## src/hdl/pasc_pkg.sv

```systemverilog
// shared types and constants of the periodic advection stencil core
// used by pasc_ctrl, pasc_dpath and the top level; depends on nothing
package pasc_pkg;

  // grid limits
  localparam int MAX_POINTS = 4096;
  localparam int CNT_W      = $clog2(MAX_POINTS);
  localparam int IDX_W      = 12;

  // value widths: samples Q8.24, alpha Q2.30, wide sums and products
  localparam int VAL_W  = 32;
  localparam int DIFF_W = 36;
  localparam int MULA_W = 34;
  localparam int PROD_W = 70;
  localparam int SUM_W  = 40;

  // configuration register indexes
  localparam logic [1:0] CFG_MODE  = 2'd0;
  localparam logic [1:0] CFG_ALPHA = 2'd1;
  localparam logic [31:0] ALPHA_RESET = 32'h2000_0000;

  // scheme codes
  localparam logic [2:0] MODE_UPWIND = 3'd0;
  localparam logic [2:0] MODE_FWD    = 3'd1;
  localparam logic [2:0] MODE_FTCS   = 3'd2;
  localparam logic [2:0] MODE_LEAP   = 3'd3;
  localparam logic [2:0] MODE_LW     = 3'd4;
  localparam logic [2:0] MODE_LAX    = 3'd5;

  // which result of an item is being computed
  localparam logic [1:0] RES_MID  = 2'd0;  // point n-1
  localparam logic [1:0] RES_LAST = 2'd1;  // point n on the last point
  localparam logic [1:0] RES_WRAP = 2'd2;  // point 0 on the last point

  // multiply steps of one result
  localparam logic [1:0] STEP_FIRST = 2'd0;
  localparam logic [1:0] STEP_MID   = 2'd1;
  localparam logic [1:0] STEP_LAST  = 2'd2;

  // controller to datapath commands
  typedef struct packed {
    logic       load_in;
    logic       setup;
    logic       mul_lo;
    logic       mul_hi;
    logic       load_out;
    logic       short_out;
    logic       commit;
    logic [1:0] step;
    logic [1:0] res_sel;
  } cmd_t;

  // datapath to controller status
  typedef struct packed {
    logic short_pass;
    logic warm_up;
    logic last;
    logic lw_mode;
    logic out_free;
  } status_t;

  // reserved codes fall back to upwind
  function automatic logic [2:0] norm_mode(input logic [2:0] m);
    logic [2:0] r;
    case (m)
      MODE_FWD, MODE_FTCS, MODE_LEAP, MODE_LW, MODE_LAX: r = m;
      default: r = MODE_UPWIND;
    endcase
    return r;
  endfunction

endpackage

```

## src/hdl/periodic_advection_stencil_core.sv

```systemverilog
// Periodic 1D advection stencil: grid points of one pass stream in from index 0,
// one word per point; the new value of point i-1 leaves when point i arrives, and
// the last point (or index 4095) also yields points N-1 and 0, the final word
// flagged pass_done. A pass of one or two points yields a single short_pass word.
// One word at a time is processed: a point that only fills the window is just stored;
// each result runs setup, low and high multiply steps and a final sum, setup and multiply
// repeated for each of three multiplies in Lax-Wendroff mode, on the shared 17x36 multiplier
// that also forms alpha squared. The output register lets the next point enter while a
// result waits. The user must write scheme and alpha only while the core is idle; the core does not enforce it.
module periodic_advection_stencil_core (
  input  logic               clk_i,
  input  logic               rst_ni,
  input  logic               in_valid_i,
  output logic               in_ready_o,
  input  logic signed [31:0] sample_value_i,
  input  logic signed [31:0] older_value_i,
  input  logic               last_point_i,
  output logic               out_valid_o,
  input  logic               out_ready_i,
  output logic [11:0]        point_index_o,
  output logic signed [31:0] new_value_o,
  output logic               pass_done_o,
  output logic               saturated_o,
  output logic               short_pass_o,
  input  logic               cfg_we_i,
  input  logic [1:0]         cfg_index_i,
  input  logic [31:0]        cfg_data_i
);
  import pasc_pkg::*;

  cmd_t    cmd;
  status_t status;

  // sequencer
  pasc_ctrl u_ctrl (
    .clk_i      (clk_i),
    .rst_ni     (rst_ni),
    .in_valid_i (in_valid_i),
    .in_ready_o (in_ready_o),
    .status_i   (status),
    .cmd_o      (cmd)
  );

  // arithmetic and storage
  pasc_dpath u_dpath (
    .clk_i          (clk_i),
    .rst_ni         (rst_ni),
    .sample_value_i (sample_value_i),
    .older_value_i  (older_value_i),
    .last_point_i   (last_point_i),
    .cfg_we_i       (cfg_we_i),
    .cfg_index_i    (cfg_index_i),
    .cfg_data_i     (cfg_data_i),
    .out_ready_i    (out_ready_i),
    .out_valid_o    (out_valid_o),
    .point_index_o  (point_index_o),
    .new_value_o    (new_value_o),
    .pass_done_o    (pass_done_o),
    .saturated_o    (saturated_o),
    .short_pass_o   (short_pass_o),
    .cmd_i          (cmd),
    .status_o       (status)
  );

endmodule

```

## src/hdl/pasc_ctrl.sv

```systemverilog
// sequencer of the periodic advection stencil core
// depends on pasc_pkg for the command and status structs
module pasc_ctrl (
  input  logic               clk_i,
  input  logic               rst_ni,
  input  logic               in_valid_i,
  output logic               in_ready_o,
  input  pasc_pkg::status_t  status_i,
  output pasc_pkg::cmd_t     cmd_o
);
  import pasc_pkg::*;

  typedef enum logic [5:0] {
    S_IDLE   = 6'b000001,
    S_DECIDE = 6'b000010,
    S_SETUP  = 6'b000100,
    S_LO     = 6'b001000,
    S_HI     = 6'b010000,
    S_FIN    = 6'b100000
  } state_e;

  // short passes reuse the fin state with a flag
  state_e     state_q, state_d;
  logic [1:0] res_q, res_d;
  logic [1:0] step_q, step_d;
  logic       short_q, short_d;

  // state register
  always_ff @(posedge clk_i or negedge rst_ni) begin
    if (!rst_ni) begin
      state_q <= S_IDLE;
      res_q   <= RES_MID;
      step_q  <= STEP_FIRST;
      short_q <= 1'b0;
    end else begin
      state_q <= state_d;
      res_q   <= res_d;
      step_q  <= step_d;
      short_q <= short_d;
    end
  end

  assign in_ready_o = (state_q == S_IDLE);

  // next state and commands
  always_comb begin
    state_d = state_q;
    res_d   = res_q;
    step_d  = step_q;
    short_d = short_q;
    cmd_o   = '0;
    cmd_o.step    = step_q;
    cmd_o.res_sel = res_q;
    case (state_q)
      S_IDLE: begin
        if (in_valid_i) begin
          cmd_o.load_in = 1'b1;
          state_d = S_DECIDE;
        end
      end
      S_DECIDE: begin
        res_d   = RES_MID;
        step_d  = STEP_FIRST;
        short_d = 1'b0;
        if (status_i.short_pass) begin
          short_d = 1'b1;
          state_d = S_FIN;
        end else if (status_i.warm_up) begin
          cmd_o.commit = 1'b1;
          state_d = S_IDLE;
        end else begin
          state_d = S_SETUP;
        end
      end
      S_SETUP: begin
        cmd_o.setup = 1'b1;
        state_d = S_LO;
      end
      S_LO: begin
        cmd_o.mul_lo = 1'b1;
        state_d = S_HI;
      end
      S_HI: begin
        cmd_o.mul_hi = 1'b1;
        if (status_i.lw_mode && step_q != STEP_LAST) begin
          step_d  = step_q + 2'd1;
          state_d = S_SETUP;
        end else begin
          state_d = S_FIN;
        end
      end
      S_FIN: begin
        // wait for the output register to free up
        if (status_i.out_free) begin
          if (short_q) begin
            cmd_o.short_out = 1'b1;
            state_d = S_IDLE;
          end else begin
            cmd_o.load_out = 1'b1;
            if (status_i.last && res_q != RES_WRAP) begin
              res_d   = res_q + 2'd1;
              step_d  = STEP_FIRST;
              state_d = S_SETUP;
            end else begin
              cmd_o.commit = 1'b1;
              state_d = S_IDLE;
            end
          end
        end
      end
      default: begin
        state_d = S_IDLE;
      end
    endcase
  end

endmodule

```

## src/hdl/pasc_dpath.sv

```systemverilog
// datapath of the periodic advection stencil core: window, config,
// shared multiplier, final sum with saturation, output register
// depends on pasc_pkg
module pasc_dpath (
  input  logic                    clk_i,
  input  logic                    rst_ni,
  input  logic signed [31:0]      sample_value_i,
  input  logic signed [31:0]      older_value_i,
  input  logic                    last_point_i,
  input  logic                    cfg_we_i,
  input  logic [1:0]              cfg_index_i,
  input  logic [31:0]             cfg_data_i,
  input  logic                    out_ready_i,
  output logic                    out_valid_o,
  output logic [11:0]             point_index_o,
  output logic signed [31:0]      new_value_o,
  output logic                    pass_done_o,
  output logic                    saturated_o,
  output logic                    short_pass_o,
  input  pasc_pkg::cmd_t          cmd_i,
  output pasc_pkg::status_t       status_o
);
  import pasc_pkg::*;

  // configuration
  logic [2:0]  mode_q;
  logic [31:0] alpha_q;

  // pass state and captured word
  logic [CNT_W-1:0]        cnt_q;
  logic signed [VAL_W-1:0] first_sample_q, second_sample_q, first_older_q;
  logic signed [VAL_W-1:0] wb2_q, wb1_q, ob1_q, cur_q, old_q;
  logic                    last_q;

  // arithmetic registers
  logic signed [SUM_W-1:0]  base_q, m1_q;
  logic signed [DIFF_W-1:0] d_q;
  logic [MULA_W-1:0]        mul_a_q, a2_q;
  logic                     rnd31_q;
  logic signed [PROD_W-1:0] prod_q;

  // output register
  logic                    out_valid_q;
  logic [IDX_W-1:0]        idx_q;
  logic signed [VAL_W-1:0] val_q;
  logic                    done_q, sat_q, short_q;

  logic [2:0]               mode;
  logic                     lw;
  logic signed [VAL_W-1:0]  op_l, op_c, op_r, op_o;
  logic signed [DIFF_W-1:0] l36, c36, r36;
  logic signed [DIFF_W-1:0] d_cl, d_rc, d_rl, d_2;
  logic signed [VAL_W:0]    lax_sum;
  logic signed [SUM_W-1:0]  base;
  logic signed [53:0]       pp;
  logic signed [PROD_W-1:0] pp_ext, bias;
  logic signed [SUM_W-1:0]  m1, m2, v;
  logic                     sat_hi, sat_lo;
  logic [IDX_W-1:0]         idx;
  logic                     out_free;

  assign mode = norm_mode(mode_q);
  assign lw   = (mode == MODE_LW);
  assign out_free = !out_valid_q || out_ready_i;

  assign status_o.short_pass = last_q && (cnt_q < CNT_W'(2));
  assign status_o.warm_up    = (cnt_q < CNT_W'(2));
  assign status_o.last       = last_q;
  assign status_o.lw_mode    = lw;
  assign status_o.out_free   = out_free;

  // configuration writes
  always_ff @(posedge clk_i or negedge rst_ni) begin
    if (!rst_ni) begin
      mode_q  <= MODE_UPWIND;
      alpha_q <= ALPHA_RESET;
    end else if (cfg_we_i) begin
      case (cfg_index_i)
        CFG_MODE:  mode_q  <= cfg_data_i[2:0];
        CFG_ALPHA: alpha_q <= cfg_data_i;
        default: ;
      endcase
    end
  end

  // neighbor selection for the result being computed
  always_comb begin
    case (cmd_i.res_sel)
      RES_LAST: begin
        op_l = wb1_q; op_c = cur_q; op_r = first_sample_q; op_o = old_q;
      end
      RES_WRAP: begin
        op_l = cur_q; op_c = first_sample_q; op_r = second_sample_q;
        op_o = first_older_q;
      end
      default: begin
        op_l = wb2_q; op_c = wb1_q; op_r = cur_q; op_o = ob1_q;
      end
    endcase
  end

  // differences and base term
  assign l36  = {{(DIFF_W-VAL_W){op_l[VAL_W-1]}}, op_l};
  assign c36  = {{(DIFF_W-VAL_W){op_c[VAL_W-1]}}, op_c};
  assign r36  = {{(DIFF_W-VAL_W){op_r[VAL_W-1]}}, op_r};
  assign d_cl = c36 - l36;
  assign d_rc = r36 - c36;
  assign d_rl = r36 - l36;
  assign d_2  = r36 - (c36 <<< 1) + l36;
  assign lax_sum = {op_r[VAL_W-1], op_r} + {op_l[VAL_W-1], op_l} + 33'sd1;

  always_comb begin
    case (mode)
      MODE_LAX:  base = {{(SUM_W-VAL_W){lax_sum[VAL_W]}}, lax_sum[VAL_W:1]};
      MODE_LEAP: base = {{(SUM_W-VAL_W){op_o[VAL_W-1]}}, op_o};
      default:   base = {{(SUM_W-VAL_W){op_c[VAL_W-1]}}, op_c};
    endcase
  end

  // shared multiplier: low half of a with rounding bias, then high half
  assign pp     = (cmd_i.mul_lo ? $signed({1'b0, mul_a_q[16:0]})
                                : $signed({1'b0, mul_a_q[33:17]})) * d_q;
  assign pp_ext = {{(PROD_W-54){pp[53]}}, pp};
  assign bias   = rnd31_q ? (PROD_W'(1) <<< 30) : (PROD_W'(1) <<< 29);

  // operand setup and multiply steps
  always_ff @(posedge clk_i) begin
    if (cmd_i.setup) begin
      if (cmd_i.step == STEP_FIRST) begin
        base_q <= base;
      end
      mul_a_q <= {2'b00, alpha_q};
      if (lw) begin
        case (cmd_i.step)
          STEP_FIRST: begin
            d_q     <= {{(DIFF_W-32){1'b0}}, alpha_q};
            rnd31_q <= 1'b0;
          end
          STEP_MID: begin
            a2_q    <= prod_q[63:30];
            d_q     <= d_rl;
            rnd31_q <= 1'b1;
          end
          default: begin
            m1_q    <= {prod_q[PROD_W-1], prod_q[PROD_W-1:31]};
            mul_a_q <= a2_q;
            d_q     <= d_2;
            rnd31_q <= 1'b1;
          end
        endcase
      end else begin
        case (mode)
          MODE_FWD:  begin d_q <= d_rc; rnd31_q <= 1'b0; end
          MODE_LEAP: begin d_q <= d_rl; rnd31_q <= 1'b0; end
          MODE_FTCS, MODE_LAX: begin d_q <= d_rl; rnd31_q <= 1'b1; end
          default:   begin d_q <= d_cl; rnd31_q <= 1'b0; end
        endcase
      end
    end
    if (cmd_i.mul_lo) begin
      prod_q <= pp_ext + bias;
    end else if (cmd_i.mul_hi) begin
      prod_q <= prod_q + (pp_ext <<< 17);
    end
  end

  // final sum and saturation
  always_comb begin
    if (lw) begin
      m1 = m1_q;
      m2 = {prod_q[PROD_W-1], prod_q[PROD_W-1:31]};
    end else begin
      m1 = rnd31_q ? {prod_q[PROD_W-1], prod_q[PROD_W-1:31]} : prod_q[PROD_W-1:30];
      m2 = '0;
    end
  end
  assign v      = base_q - m1 + m2;
  assign sat_hi = !v[SUM_W-1] && (v[SUM_W-2:VAL_W-1] != '0);
  assign sat_lo =  v[SUM_W-1] && (v[SUM_W-2:VAL_W-1] != '1);

  always_comb begin
    case (cmd_i.res_sel)
      RES_LAST: idx = IDX_W'(cnt_q);
      RES_WRAP: idx = '0;
      default:  idx = IDX_W'(cnt_q - CNT_W'(1));
    endcase
  end

  // input capture
  always_ff @(posedge clk_i) begin
    if (cmd_i.load_in) begin
      cur_q  <= sample_value_i;
      old_q  <= older_value_i;
      last_q <= last_point_i || (cnt_q >= CNT_W'(MAX_POINTS - 1));
    end
  end

  // window and point count
  always_ff @(posedge clk_i or negedge rst_ni) begin
    if (!rst_ni) begin
      cnt_q           <= '0;
      first_sample_q  <= '0;
      second_sample_q <= '0;
      first_older_q   <= '0;
      wb2_q           <= '0;
      wb1_q           <= '0;
      ob1_q           <= '0;
    end else if (cmd_i.short_out) begin
      cnt_q <= '0;
    end else if (cmd_i.commit) begin
      if (cnt_q == '0) begin
        first_sample_q <= cur_q;
        first_older_q  <= old_q;
      end
      if (cnt_q == CNT_W'(1)) begin
        second_sample_q <= cur_q;
      end
      wb2_q <= wb1_q;
      wb1_q <= cur_q;
      ob1_q <= old_q;
      cnt_q <= last_q ? '0 : cnt_q + CNT_W'(1);
    end
  end

  // output valid
  always_ff @(posedge clk_i or negedge rst_ni) begin
    if (!rst_ni) begin
      out_valid_q <= 1'b0;
    end else if (cmd_i.load_out || cmd_i.short_out) begin
      out_valid_q <= 1'b1;
    end else if (out_ready_i) begin
      out_valid_q <= 1'b0;
    end
  end

  // output word
  always_ff @(posedge clk_i) begin
    if (cmd_i.short_out) begin
      idx_q   <= '0;
      val_q   <= '0;
      done_q  <= 1'b1;
      sat_q   <= 1'b0;
      short_q <= 1'b1;
    end else if (cmd_i.load_out) begin
      idx_q   <= idx;
      done_q  <= (cmd_i.res_sel == RES_WRAP);
      sat_q   <= sat_hi || sat_lo;
      short_q <= 1'b0;
      if (sat_hi) begin
        val_q <= 32'sh7FFF_FFFF;
      end else if (sat_lo) begin
        val_q <= 32'sh8000_0000;
      end else begin
        val_q <= v[VAL_W-1:0];
      end
    end
  end

  assign out_valid_o   = out_valid_q;
  assign point_index_o = idx_q;
  assign new_value_o   = val_q;
  assign pass_done_o   = done_q;
  assign saturated_o   = sat_q;
  assign short_pass_o  = short_q;

endmodule

```

## config.mk

```make
export PLATFORM = sky130hd
export DESIGN_NAME = periodic_advection_stencil_core
export DESIGN_NICKNAME = d
export VERILOG_FILES = /design/src/hdl/pasc_pkg.sv /design/src/hdl/periodic_advection_stencil_core.sv /design/src/hdl/pasc_ctrl.sv /design/src/hdl/pasc_dpath.sv
export SDC_FILE = /design/constraint.sdc
export NUM_CORES = 2
export LEC_CHECK = 0
export BUFFER_PORTS_ARGS = -buffer_cell sky130_fd_sc_hd__buf_2
export CORE_MARGIN = 3
export CORE_UTILIZATION = 56
export DETAILED_ROUTE_END_ITERATION = 12
export PLACE_DENSITY = 0.75
export SLEW_MARGIN = 15
export SYNTH_ARGS = -nofsm -noshare
export SYNTH_HDL_FRONTEND = slang
export SYNTH_HIERARCHICAL = 1
export SYNTH_SLANG_ARGS = --single-unit
```

## constraint.sdc

```tcl
create_clock -name clk_i -period 12.1 [get_ports clk_i]
set_input_delay 3.63 -clock clk_i [delete_from_list [all_inputs] [get_ports clk_i]]
set_output_delay 3.63 -clock clk_i [all_outputs]
set_load 0.005 [all_outputs]
```

==> run_results.csv <==
group,metric,value,unit
sta,rsz0062_at_grt,"no",
global_routing,gr-total-overflow,0,
outcome,outcome,"finished, final reports clean",
clock_tree,cts_tree,"done",
finish,fillers,9554,
floorplan,ios,153,
sta,worst_pin_slew,1.10,ns
worst_setup_path,cp_num_buf_inv,6,
logic_synthesis,ys_ff_latch,591,
detailed_routing,via_count,50600,
logic_synthesis,synthMuxAreaShare,5.32,%
finish,nets,7906,
detailed_routing,drt_iter0_drc,4884,
detailed_routing,ant_nets,0,
clock_tree,cts_resized,0,
worst_setup_path,critPathMostFrequentCell,"fa_1",
floorplan,row_count,122,
worst_setup_path,arrival,11.83,ns
worst_setup_path,worstSetupEndpointType,"flip-flop",
detailed_routing,viasPerCell,6.10,
clock_tree,clock_latency,0.65,ns
logic_synthesis,ys.flop_type,"edfxtp_1",
clock_tree,clk_pin_slew,0.06,ns
global_routing,grt_pass1_vias,49700,
detailed_routing,routed_wl,191,mm
global_routing,grt_pass1_wl,291,mm
worst_setup_path,cp.required,12.45,ns
worst_setup_path,reg2reg_depth,36,
sta,hold_viol,0,
logic_synthesis,ys_warn_count,6,
logic_synthesis,yosysSeqAreaShare,25.5,%
logic_synthesis,netlist.area_leader.share,20.6,%
logic_synthesis,syn_avg_cell_area,9.27,sq um
floorplan,die_area,116000,sq um
worst_setup_path,r2r_setup_slack,0.62,ns
clock_tree,cts_buffers,68,
sta,maxSlewViolCount,0,
finish,final_cell_mix,"inv_1 (848), nand2_1 (782), fa_1 (647), ha_1 (394), a21oi_1 (390)",
worst_hold_path,min_from,"u_dpath/short_pass_o$_SDFFE_PP1P_",
clock_tree,cts_root_buf,"clkbuf_16",
detailed_routing,drtPass1Iterations,6,
job,max_cap_viol_count,0,
detailed_routing,wl_per_cell,23.0,um
worst_hold_path,holdPathStages,1,
finish,drive_above_1_share,9.83,%
global_routing,antenna_found_initial,4,
worst_setup_path,path_max_fanout,43,
worst_hold_path,min_to,"u_dpath/short_pass_o$_SDFFE_PP1P_",
logic_synthesis,synth.largest_area_cell,"fa_1",
sta,setup_viol,0,
logic_synthesis,syn_nets,7930,
clock_tree,cts_setup_buffers,0,
worst_hold_path,min_path_type,"reg2reg",
sta,period_needed,11.48,ns
clock_tree,numClockSinks,591,
global_routing,grt_usage,32.5,%
finish,final_common_cell,"inv_1",
logic_synthesis,synth_top_family_by_area,"adder cells",
logic_synthesis,synth_compound_area_share,15.2,%
clock_tree,htree_levels,3,
finish,area_growth,7.09,%
logic_synthesis,async_flop_share,42.5,%
sta,final.setup.tns,0,ns
logic_synthesis,yosys.area_share.simple,14.3,%
logic_synthesis,synth_xor_xnor_area_share,4.09,%
floorplan,die_y,341,um
placement,port_buffers,152,
floorplan,die_x,341,um
floorplan,core,111000,sq um
worst_setup_path,r2r_end,"u_dpath/prod_q[69]$_DFFE_PP_",
worst_setup_path,critPathSlowestCell,"mux2i_4",
logic_synthesis,synth-edff-count,293,
worst_setup_path,crit_family,"adder cells",
logic_synthesis,synth_area,62900,sq um
worst_setup_path,slowest_delay,0.62,ns
worst_setup_path,crit_type,"reg2reg",
clock_tree,clockBufferDepth,3,
detailed_routing,drc,0,
sta,fin_skew,0.0431,ns
logic_synthesis,synthAdderAreaFrac,28.5,%
placement,gp_congestion,0.981,
logic_synthesis,ys_types,102,
logic_synthesis,synth_cells,6783,
global_routing,grt_max_degree,233,
floorplan,initial_utilization,56.6,%
placement,hpwl,148,mm
worst_setup_path,cp-start-kind,"flip-flop",
worst_setup_path,r2r-start,"u_ctrl/state_q[1]$_DFFE_PN0P_",
logic_synthesis,synth_area_leaders,"fa_1 (21%), edfxtp_1 (14%), dfrtp_1 (9.9%)",
clock_tree,cts_hold_buffers,0,
sta,finalCritPeriodShare,94.9,%
sta,max-slew-margin-rel,26.9,%
sta,fmax,87.1,MHz
worst max path at each step:
stage	endpoint	from	depth (start not counted)	slack, ns
after global placement	u_dpath/prod_q[69]$_DFFE_PP_	u_ctrl/state_q[1]$_DFFE_PN0P_	36	1.02
final	u_dpath/prod_q[69]$_DFFE_PP_	u_ctrl/state_q[1]$_DFFE_PN0P_	36	0.62
after detailed placement	u_dpath/prod_q[69]$_DFFE_PP_	u_ctrl/state_q[1]$_DFFE_PN0P_	36	0.83
after floorplan	u_dpath/prod_q[69]$_DFFE_PP_	u_ctrl/state_q[1]$_DFFE_PN0P_	39	1.96
after global routing	u_dpath/prod_q[69]$_DFFE_PP_	u_ctrl/state_q[1]$_DFFE_PN0P_	36	0.06
after CTS	u_dpath/prod_q[69]$_DFFE_PP_	u_ctrl/state_q[1]$_DFFE_PN0P_	36	0.79
routing by layer:
| layer | GRT usage (%) | wire [um] | vias up |
|---|---|---|---|
| met4 | 17.9 | 11900 | 4 |
| li1 | - | - | 22800 |
| met3 | 4.66 | 14300 | 467 |
| met5 | 0 | 29 | - |
| met2 | 50.5 | 86400 | 2159 |
| met1 | 43.9 | 78100 | 25100 |
sequential cells by signal (all words and copies together), names as in the netlist, 34 cells and up:
name	flops
u_dpath/prod_q	53
u_dpath/m1_q	39
u_dpath/d_q	35
u_dpath/a2_q	34
u_dpath/mul_a_q	34
through the flow:
step	setup WS (ns)	cell area, sq um	hold slack [ns]	cells	util [%]
3_3_place_gp	1.02	65100	0.432	8176	58.6
5_1_grt	0.0642	67300	0.483	8302	60.6
2_1_floorplan	1.96	62900	0.451	6783	-
6_report	0.618	67300	0.448	8303	60.6
3_5_place_dp	0.826	65100	0.438	8176	58.6
4_1_cts	0.786	67300	0.454	8301	60.6
cell families after synthesis:
| group | Yosys count |
|---|---|
| flip-flops | 591 |
| XOR/XNOR | 290 |
| multiplexers | 304 |
| AND/OR/NAND/NOR | 1885 |
| AO/OA/AOI/OAI | 1489 |
| buffers and inverters | 1181 |
| adder cells (fa/ha/maj) | 1043 |
layout make-up:
type | count | area (sq um) | share of cell area (%)
inverter | 849 | 3190 | 4.73
clock buffer | 91 | 1860 | 2.76
timing repair buffer | 238 | 1460 | 2.16
sequential | 591 | 16000 | 23.8
clock inverter | 34 | 408 | 0.606
tap | 1488 | 1860 | 2.76
multi-input combinational | 5011 | 42500 | 63.2
antenna | 1 | 2.50 | 0.00372
synth_stat cells, types with 20 or more instances:
library cell / count
a21oi_1: 390
a22oi_1: 140
o221ai_1: 23
and2_1: 168
o211ai_1: 31
and3_1: 74
o31ai_1: 27
nor2_1: 332
o21a_1: 32
a21o_1: 145
nand2_1: 784
edfxtp_1: 293
clkbuf_1: 277
nor3_1: 53
or2_2: 20
fa_1: 647
o21ai_0: 340
nand2b_1: 54
a31oi_1: 40
ha_1: 396
buf_1: 32
dfxtp_1: 47
o21bai_1: 36
mux2i_1: 63
xnor2_1: 178
inv_1: 848
nand3_1: 74
a211oi_1: 96
nand4_1: 33
nor2b_1: 201
mux2_2: 241
dfrtp_1: 249
xor2_1: 109
Power is not shown: default switching activity piles up to over one toggle a cycle in this logic, so the estimate is an artifact.
